==> src/rtl/bda_pkg.sv <==
`timescale 1ns / 1ps
`default_nettype none

package bda_pkg;

  // Width of the binary value that is converted; bits above it are ignored.
  localparam int unsigned ValueWidth  = 64;
  localparam int unsigned InWidth     = 64;
  // Decimal digits that cover the largest ValueWidth-bit value: ceil(W * log10(2)).
  localparam int unsigned NumDigits   = (ValueWidth * 30103) / 100000 + 1;
  localparam int unsigned DigitWidth  = 4;
  localparam int unsigned BcdWidth    = DigitWidth * NumDigits;
  localparam int unsigned CharWidth   = 6;
  localparam int unsigned BitCntWidth = $clog2(ValueWidth);
  localparam int unsigned DigCntWidth = (NumDigits > 1) ? $clog2(NumDigits) : 1;

  localparam logic [CharWidth-1:0]  AsciiZero = CharWidth'(48);
  localparam logic [DigitWidth-1:0] DabbleMin = DigitWidth'(5);
  localparam logic [DigitWidth-1:0] DabbleAdd = DigitWidth'(3);

  typedef logic [BcdWidth-1:0]   bcd_t;
  typedef logic [ValueWidth-1:0] bin_t;

  typedef enum logic [2:0] {
    StIdle = 3'b001,
    StConv = 3'b010,
    StEmit = 3'b100
  } bda_state_e;

endpackage

`default_nettype wire

==> src/rtl/bda_value_if.sv <==
`timescale 1ns / 1ps
`default_nettype none

interface bda_value_if import bda_pkg::*; ();
  logic                 valid;
  logic                 ready;
  logic [InWidth-1:0]   value;

  modport source (output valid, output value, input ready);
  modport sink   (input valid, input value, output ready);
endinterface

`default_nettype wire

==> src/rtl/bda_digit_if.sv <==
`timescale 1ns / 1ps
`default_nettype none

interface bda_digit_if import bda_pkg::*; ();
  logic                 valid;
  logic                 ready;
  logic [CharWidth-1:0] digit_char;
  logic                 last_digit;

  modport source (output valid, output digit_char, output last_digit, input ready);
  modport sink   (input valid, input digit_char, input last_digit, output ready);
endinterface

`default_nettype wire

==> src/rtl/binary_to_decimal_ascii.sv <==
`timescale 1ns / 1ps
`default_nettype none

// Channel   Dir  Fields                        Beat
// value_i   in   value[63:0]                   one binary value to convert
// digit_o   out  digit_char[5:0], last_digit   one ASCII digit, MSD first
//
// A value is converted in two phases: each binary bit in turn passes
// through the shared shift-add-3 unit, then each BCD digit position is
// walked in turn. Reset is asynchronous and active low and clears
// the sequencer and the output valid. A stalled output holds the digit
// walk; the input is ready again as soon as the last digit is registered.
module binary_to_decimal_ascii import bda_pkg::*; (
  input  wire logic    clk_i,
  input  wire logic    rst_ni,
  bda_value_if.sink    value_i,
  bda_digit_if.source  digit_o
);

  bda_state_e state_q, state_d;
  bin_t       bin_q, bin_d;
  bcd_t       bcd_q, bcd_d;
  bcd_t       bcd_step;
  logic [BitCntWidth-1:0] bit_cnt_q, bit_cnt_d;
  logic [DigCntWidth-1:0] dig_cnt_q, dig_cnt_d;
  logic       started_q, started_d;

  logic                  out_valid_q, out_valid_d;
  logic [CharWidth-1:0]  out_char_q, out_char_d;
  logic                  out_last_q, out_last_d;

  logic [DigitWidth-1:0] top_digit;
  logic                  is_last;
  logic                  out_free;
  logic                  skip;
  logic                  push;

  // The shared arithmetic unit: one double-dabble step per cycle.
  bda_dabble_step u_step (
    .bcd_i (bcd_q),
    .bit_i (bin_q[ValueWidth-1]),
    .bcd_o (bcd_step)
  );

  assign value_i.ready = (state_q == StIdle);

  // During the digit walk the most significant BCD digit is looked at, and
  // leading zeros are dropped until the first nonzero digit or the last one.
  assign top_digit = bcd_q[BcdWidth-1 -: DigitWidth];
  assign is_last   = (dig_cnt_q == '0);
  assign out_free  = !out_valid_q || digit_o.ready;
  assign skip      = (top_digit == '0) && !started_q && !is_last;
  assign push      = (state_q == StEmit) && !skip && out_free;

  always_comb begin
    state_d   = state_q;
    bin_d     = bin_q;
    bcd_d     = bcd_q;
    bit_cnt_d = bit_cnt_q;
    dig_cnt_d = dig_cnt_q;
    started_d = started_q;

    case (state_q)
      StIdle: begin
        if (value_i.valid) begin
          bin_d     = value_i.value[ValueWidth-1:0];
          bcd_d     = '0;
          bit_cnt_d = BitCntWidth'(ValueWidth - 1);
          started_d = 1'b0;
          state_d   = StConv;
        end
      end
      StConv: begin
        bcd_d = bcd_step;
        bin_d = {bin_q[ValueWidth-2:0], 1'b0};
        if (bit_cnt_q == '0) begin
          dig_cnt_d = DigCntWidth'(NumDigits - 1);
          state_d   = StEmit;
        end else begin
          bit_cnt_d = bit_cnt_q - 1'b1;
        end
      end
      StEmit: begin
        if (skip || push) begin
          bcd_d     = {bcd_q[BcdWidth-DigitWidth-1:0], {DigitWidth{1'b0}}};
          started_d = started_q | push;
          if (is_last) begin
            state_d = StIdle;
          end else begin
            dig_cnt_d = dig_cnt_q - 1'b1;
          end
        end
      end
      default: begin
        state_d = StIdle;
      end
    endcase
  end

  // Output register: parts the digit walk from the consumer.
  always_comb begin
    out_valid_d = out_valid_q;
    out_char_d  = out_char_q;
    out_last_d  = out_last_q;
    if (push) begin
      out_valid_d = 1'b1;
      out_char_d  = AsciiZero + CharWidth'(top_digit);
      out_last_d  = is_last;
    end else if (digit_o.ready) begin
      out_valid_d = 1'b0;
    end
  end

  always_ff @(posedge clk_i or negedge rst_ni) begin
    if (!rst_ni) begin
      state_q     <= StIdle;
      out_valid_q <= 1'b0;
    end else begin
      state_q     <= state_d;
      out_valid_q <= out_valid_d;
    end
  end

  always_ff @(posedge clk_i) begin
    bin_q      <= bin_d;
    bcd_q      <= bcd_d;
    bit_cnt_q  <= bit_cnt_d;
    dig_cnt_q  <= dig_cnt_d;
    started_q  <= started_d;
    out_char_q <= out_char_d;
    out_last_q <= out_last_d;
  end

  assign digit_o.valid      = out_valid_q;
  assign digit_o.digit_char = out_char_q;
  assign digit_o.last_digit = out_last_q;

endmodule

`default_nettype wire

==> src/rtl/bda_dabble_step.sv <==
`timescale 1ns / 1ps
`default_nettype none

// One shift-and-add-3 step: every BCD digit of five or more gets three added,
// then the whole register shifts left by one and takes in the next binary bit.
module bda_dabble_step import bda_pkg::*; (
  input  wire bcd_t bcd_i,
  input  wire logic bit_i,
  output bcd_t      bcd_o
);

  bcd_t adj;

  always_comb begin
    for (int i = 0; i < NumDigits; i++) begin
      if (bcd_i[i*DigitWidth +: DigitWidth] >= DabbleMin) begin
        adj[i*DigitWidth +: DigitWidth] = bcd_i[i*DigitWidth +: DigitWidth] + DabbleAdd;
      end else begin
        adj[i*DigitWidth +: DigitWidth] = bcd_i[i*DigitWidth +: DigitWidth];
      end
    end
  end

  assign bcd_o = {adj[BcdWidth-2:0], bit_i};

endmodule

`default_nettype wire

==> src/flat_wrapper.sv <==
// flat-port wrapper written by rule: the top's interface ports become plain ports
module binary_to_decimal_ascii_flat import bda_pkg::*;
  (clk_i, rst_ni, value_i_valid, value_i_value, value_i_ready, digit_o_valid, digit_o_digit_char, digit_o_last_digit, digit_o_ready);
  bda_value_if value_i_i ();
  bda_digit_if digit_o_i ();
  input  wire logic clk_i;
  input  wire logic rst_ni;
  input wire logic [$bits(value_i_i.valid)-1:0] value_i_valid;
  input wire logic [$bits(value_i_i.value)-1:0] value_i_value;
  output wire logic [$bits(value_i_i.ready)-1:0] value_i_ready;
  output wire logic [$bits(digit_o_i.valid)-1:0] digit_o_valid;
  output wire logic [$bits(digit_o_i.digit_char)-1:0] digit_o_digit_char;
  output wire logic [$bits(digit_o_i.last_digit)-1:0] digit_o_last_digit;
  input wire logic [$bits(digit_o_i.ready)-1:0] digit_o_ready;
  assign value_i_i.valid = value_i_valid;
  assign value_i_i.value = value_i_value;
  assign value_i_ready = value_i_i.ready;
  assign digit_o_valid = digit_o_i.valid;
  assign digit_o_digit_char = digit_o_i.digit_char;
  assign digit_o_last_digit = digit_o_i.last_digit;
  assign digit_o_i.ready = digit_o_ready;
  binary_to_decimal_ascii u_core (.clk_i(clk_i), .rst_ni(rst_ni), .value_i(value_i_i), .digit_o(digit_o_i));
endmodule
==> config.mk <==
export PLATFORM = sky130hd
export DESIGN_NAME = binary_to_decimal_ascii_flat
export DESIGN_NICKNAME = d
export VERILOG_FILES = /design/src/rtl/bda_pkg.sv /design/src/rtl/bda_value_if.sv /design/src/rtl/bda_digit_if.sv /design/src/rtl/binary_to_decimal_ascii.sv /design/src/rtl/bda_dabble_step.sv /design/src/flat_wrapper.sv
export SDC_FILE = /design/constraint.sdc
export NUM_CORES = 1
export LEC_CHECK = 0
export ABC_CLOCK_PERIOD_IN_PS = 8700
export CORE_ASPECT_RATIO = 1.4
export CORE_UTILIZATION = 40
export CTS_CLUSTER_DIAMETER = 30
export DETAILED_ROUTE_END_ITERATION = 10
export DONT_BUFFER_PORTS = 1
export PLACE_DENSITY_LB_ADDON = 0.2
export SETUP_SLACK_MARGIN = 0.15
export SLEW_MARGIN = 20
export SYNTH_ARGS = -nofsm -noshare
export SYNTH_HDL_FRONTEND = slang
export SYNTH_HIERARCHICAL = 1
export SYNTH_SLANG_ARGS = --single-unit
==> constraint.sdc <==
create_clock -name clk_i -period 8.7 [get_ports clk_i]
set_clock_uncertainty 0.05 [all_clocks]
set_input_delay 0.435 -clock clk_i [delete_from_list [all_inputs] [get_ports clk_i]]
set_output_delay 0.435 -clock clk_i [all_outputs]
set_load 0.01 [all_outputs]
; After elaboration in Yosys (flattened, before gate mapping)
; Index checks and enable logic that the tools add are counted.
[word_totals]
reg_bits = 167
input_bits = 68
out_inout_bits = 9
word_cells = 128
[classes]
addsub = 23
order_cmp = 20
n_eq_ne = 9
mux = 42
bitwise = 1
reduce_logical = 24
[op_table]
columns = operator, count
row1 = $pmux W80 S3, 1
row2 = $mux W80, 2
row3 = $pmux W64 S2, 1
row4 = $ge A4 B3 Y1 const B, 20
row5 = $add A4 B2 Y4 const B, 19
row6 = $mux W4, 19
row7 = $mux W64, 1
row8 = $mux W3, 5
row9 = $mux W5, 3
row10 = $mux W6, 2
row11 = $pmux W6 S2, 1
row12 = $pmux W5 S2, 1
row13 = $pmux W3 S3, 1
row14 = $reduce_and A3 Y1, 3
row15 = $ne A2 B2 Y1 const B, 4
row16 = $reduce_and A4 Y1, 2
row17 = $reduce_bool A2 Y1, 4
row18 = $add A5 B5 Y6 const A, 1
row19 = $logic_not A6 Y1, 1
row20 = $sub A6 B1 Y6 const B, 1
row21 = $logic_not A5 Y1, 1
row22 = $sub A5 B1 Y5 const B, 1
row23 = $logic_and A1 B1 Y1, 4
row24 = $logic_not A1 Y1, 4
row25 = 12 further kinds, 17

; Logic depth before layout (Yosys ltp)
[depth]
word_depth = 9
mapped_depth = 6
mapped_depth_nobuf = 6

; Modules after synthesis
; Netlist, hierarchy kept.
[by_module_without_submodules]
columns = module, n_inst, cells_each, area_each_um2, seq_area_each_um2
row1 = binary_to_decimal_ascii, 1, 405, 6979.2, 4936.0
row2 = bda_dabble_step, 1, 317, 2014.4, 0.0

; Worst setup path after synthesis
; OpenSTA, ideal clock, no wires.
[synth_timing]
kind = reg2reg
start = reg u_core.state_q[0]
end = reg u_core.bcd_q[0], enable pin
setup_time_ns = 0.445
t_arrival_ns = 5.997
required_time_ns = 8.205
setup_slack_ns = 2.208
path_stages_with_launch = 4
path_buffers = 0
synth_period_minus_slack_ns = 6.492
path_cell_list = dfstp_2 -> nand3b_1 -> a21oi_1 -> o22a_1
[synth_via]
elab_chain_len = 6
elab_cells_between_ends = 10
classes_between = eq/ne (5) / reduce/logical (5)
[synth_rtl]
columns = item, line_no
row1 = from (decl), binary_to_decimal_ascii.sv:20  ; bda_state_e state_q, state_d;
row2 = from (signal assigned), binary_to_decimal_ascii.sv:116  ; state_q <= StIdle;
row3 = from (signal assigned), binary_to_decimal_ascii.sv:119  ; state_q <= state_d;
row4 = $eq A3 B3 Y1, "binary_to_decimal_ascii.sv:53, binary_to_decimal_ascii.sv:63"
row5 = $logic_and A1 B1 Y1 (2 in series), binary_to_decimal_ascii.sv:53  ; assign push = (state_q == StEmit) && !skip && out_free;
row6 = $logic_or A1 B1 Y1, binary_to_decimal_ascii.sv:84  ; if (skip || push) begin
row7 = $ne A2 B2 Y1 (no source line), n/a
row8 = $reduce_and A3 Y1 (no source line) (*), n/a
row9 = to (signal assigned), binary_to_decimal_ascii.sv:126  ; bcd_q <= bcd_d;
row10 = to (decl), binary_to_decimal_ascii.sv:22  ; bcd_t bcd_q, bcd_d;
; Mark *: on every way between the ends. The rest lies on a longest branch, timed or not.
; A chain may end at the register's enable or synchronous reset.

; Final worst setup path
[layout_timing]
start = reg u_core.state_q[1]
end = reg u_core.bin_q[47] (data pin)
[layout_via]
elab_chain_len = 2
elab_cells_between_ends = 3
classes_between = eq/ne (2) / mux (1)
[layout_rtl]
columns = item, line_no
row1 = $eq A3 B2 Y1 or $eq A3 B1 Y1 (tied branches), binary_to_decimal_ascii.sv:63  ; case (state_q)
row2 = $pmux W64 S2 (*), binary_to_decimal_ascii.sv:63
row3 = named net u_core.bin_d[47], binary_to_decimal_ascii.sv:21  ; bin_t bin_q, bin_d;
row4 = to (signal assigned), binary_to_decimal_ascii.sv:125  ; bin_q <= bin_d;
row5 = to (decl), binary_to_decimal_ascii.sv:21
; The timed path passes the listed nets; every way through them passes the cells marked *.

==> flow_summary.ini <==
[synth]
yosys-top-cells-area = sky130_fd_sc_hd__edfxtp_1 54%, sky130_fd_sc_hd__mux2_2 7.9%, sky130_fd_sc_hd__a22o_1 7.5%, sky130_fd_sc_hd__ha_1 6.1%, sky130_fd_sc_hd__nand2_1 3.7%
synth_sequential_area_ratio_pct = 54.88
number_of_enable_type_register_cells_in_the_synthesized_netlist = 161
ys.warnings.count = 6
syn-mean-instance-area_um2 = 12.46
yosys.area.top_type = sky130_fd_sc_hd__edfxtp_1
synth_cells = 722
synth_ff_type = sky130_fd_sc_hd__edfxtp_1
synth_async_sr_flop_share_pct = 2.424
ys_seq_elements = 165
synth_area_um2 = 8994
synth_top_area_share_pct = 53.76
post_synth_num_cell_types = 37

[worst_setup_path]
ff2ff_path_depth = 4
crit_type = flop to flop
regToRegSetupSlack_ps = 5760
cp-start-kind = flop
crit_arrival_ps = 3060
reg2reg_from = u_core/state_q[1]
end_kind = flop
r2r-end = u_core/bin_q[47]
critical_path_peak_fanout = 61
crit_required_ps = 8820

[clock_network]
clock_tree.buffer_depth = 2
cts.repair_timing.setup_buffer_count = 0
clkSinkCount = 165
tritoncts = built
worst_skew_pair.late_latency_ps = 420
cts_root_buf = sky130_fd_sc_hd__clkbuf_16
cts_buffers = 17
path_clk_slew_ps = 60
cts_resized = 0
htree_num_levels = 4

[hold_path]
worst_hold_path_class = primary input to flop
timing.hold.worst.start = value_i_value[62]
timing.hold.worst_endpoint = u_core/bin_q[62]
whs_path_depth = 1

[global_routing]
grt_antenna_before_repair = 0
gr-total-overflow = 0
grt.total_usage_pct = 14.03
grt_start_max_net_pins = 82
grt_first_pass_wirelength_um = 25800
first_global_vias = 5585

[detailed_routing]
dr_total_vias = 5375
first_pass_iters = 5
detailedRoute.firstIterationViolations = 222
drt-wirelength-per-cell_um = 14.90
route.detailed.drc = 0
antenna_left = 0
vias_per_cell = 5.224
wl_um = 15340

[cells_and_area]
nets = 832
finish.instance_area_um2 = 9873
areaGrowthSynthToFinish_pct = 9.780
number_of_filler_cells_placed_in_the_layout = 2055
antenna-diode-count = 0
drive_gt1_share_pct = 16.80

[power]
power-per-cell-area_nw_per_um2 = 339.9
power.static_leakage_nw = 3.645
worst_ir_drop_vdd_uv = 199.0

[die]
rows = 64
placeableCoreArea_um2 = 21940
floorplan.die.width_um = 128.7
die_y_um = 179.4
fp.dieArea_um2 = 23100
floorplan.initialDensity_pct = 40.99
i_o_pin_cnt = 77

[place]
place.gp.congestion = 0.7343
dp_hpwl_um = 9943
port_buffers = 0
postPlaceCellArea_um2 = 9244

[job]
max_cap_violations = 0

[timing]
worstMarginPinSlew_ps = 1091
setup_viol = 0
finalCritPeriodShare_pct = 33.77
rsz_0062_raised_after_global_routing = no
relative_slew_slack_pct = 27.28
period_needed_ps = 2938
final_hold_viol_count = 0
achievable-frequency_mhz = 340.3
timing_max_transition_violations_final = 0
fin_tns_setup_ps = 0

[status]
status = finished, final reports clean
[repair_timing]
item                       in CTS  in global routing
setup endpoints to repair       0                  0
hold buffers                    1                  0
hold endpoints to repair        4                  0
[kinds of logic (layout without fill, tap and decap cells)]
family | count (synthesis) | after routing | share of synthesized area, %
simple gates | 181 | 181 | 9.864
flops | 165 | 165 | 54.88
compound gates | 149 | 149 | 12.56
mux | 83 | 83 | 10.11
buf+inv | 73 | 82 | 3.882
fa+ha+maj | 44 | 44 | 6.121
xor+xnor | 26 | 26 | 2.532
other cells | 1 | 2 | 0.04170
[power breakdown]
group	internal [mW]	switching (mW)	leakage [nW]	total [mW]
Clock	0.504	0.292	0.295	0.797
Combinational	0.458	0.574	1.78	1.03
Sequential	1.29	0.238	1.57	1.53
Total	2.25	1.10	3.64	3.36
[cells in the final DEF (no fill, tap or decap), types with 2 or more instances in the layout]
cell type and instances:
sky130_fd_sc_hd__edfxtp_1 161, sky130_fd_sc_hd__nand2_1 89, sky130_fd_sc_hd__a22o_1 77, sky130_fd_sc_hd__mux2_2 63
sky130_fd_sc_hd__inv_1 45, sky130_fd_sc_hd__nand2b_1 44, sky130_fd_sc_hd__ha_1 44, sky130_fd_sc_hd__xnor2_1 26
sky130_fd_sc_hd__o21ai_0 22, sky130_fd_sc_hd__nor2_1 22, sky130_fd_sc_hd__a21oi_2 20, sky130_fd_sc_hd__mux2i_1 20
sky130_fd_sc_hd__o21ai_1 19, sky130_fd_sc_hd__clkbuf_16 17, sky130_fd_sc_hd__bufinv_16 5, sky130_fd_sc_hd__nor3_1 5
sky130_fd_sc_hd__buf_4 5, sky130_fd_sc_hd__nor3b_1 4, sky130_fd_sc_hd__and2_1 4, sky130_fd_sc_hd__a21oi_1 4
sky130_fd_sc_hd__clkbuf_1 3, sky130_fd_sc_hd__dfrtp_1 3, sky130_fd_sc_hd__clkinv_2 2, sky130_fd_sc_hd__clkinvlp_4 2
sky130_fd_sc_hd__clkinv_1 2, sky130_fd_sc_hd__nor2b_1 2, sky130_fd_sc_hd__nand3b_1 2, sky130_fd_sc_hd__a21boi_0 2
sky130_fd_sc_hd__conb_1 2
[per-layer routing]
metal	vias up	global-route usage [%]	part of all wire, %
met5	-	0	0
met4	0	5.600	1.6
met3	15	4.881	5.5
met2	105	24.63	51
met1	2628	15.22	42
li1	2627	-	-
[area by class of cell]
class                   instances  area, um2  area share [%]
flip-flops and latches        165       4936           49.99
multi-input cells             485       3730           37.78
clock buffers                  20      436.7           4.423
well taps                     297      371.6           3.764
clock inverters                11      182.7           1.850
inverters                      45      168.9           1.711
repair buffers                  6      47.55          0.4816
[how the worst max path moves through the flow]
stage	startpoint	endpoint	slack [ps]	cells past startpoint
global placement	u_core/state_q[1]	u_core/bin_q[47]	5840	4
floorplan	u_core/state_q[0]	u_core/bcd_q[0]	2210	3
global route	u_core/state_q[1]	u_core/bin_q[47]	5560	4
CTS	u_core/state_q[1]	u_core/bin_q[47]	5730	4
finish	u_core/state_q[1]	u_core/bin_q[47]	5760	4
detailed placement	u_core/state_q[1]	u_core/bin_q[47]	5750	4
[worst max-delay path: stages, from the launching register on]
cell                       delay [ps]
sky130_fd_sc_hd__dfrtp_1          490
sky130_fd_sc_hd__nand2b_1         190
sky130_fd_sc_hd__nor2_4           780
sky130_fd_sc_hd__buf_4            700
sky130_fd_sc_hd__mux2_2           420
[sequential cells by signal (all words and copies together) (netlist names)]
register and cells:
u_core/started_q 1, u_core/state_q 3, u_core/bit_cnt_q 6, u_core/bin_q 64, u_core/digit_o.last_digit 1, u_core/dig_cnt_q 5
u_core/bcd_q 80, u_core/digit_o.digit_char 4, u_core/digit_o.valid 1
[cell usage after synthesis (all sizes together) (2+ instances only)]
cell / instances
nor2b: 2
ha: 44
o21ai: 41
nor3: 5
buf: 28
nor4b: 2
a21oi: 25
a22o: 77
and2: 4
mux2i: 20
nand2b: 44
inv: 45
or4: 2
nand2: 89
xnor2: 26
mux2: 63
edfxtp: 161
nor3b: 5
nand3b: 2
nor2: 23
dfrtp: 3
a21boi: 2
[through the flow]
step           hold slack, ps  worst slack [ps]  instances  util [%]  power (mW)
2_1_floorplan           89.41              2208        723         -       2.365
3_3_place_gp            89.53              5838        997     42.13       2.529
3_5_place_dp            89.52              5748        997     42.13       2.582
4_1_cts                 153.4              5728       1029     45.00       3.402
5_1_grt                 151.3              5561       1029     45.00       3.594
6_report                179.7              5762       1029     45.00       3.356
No activity file was read; power rests on OpenSTA's default activity.
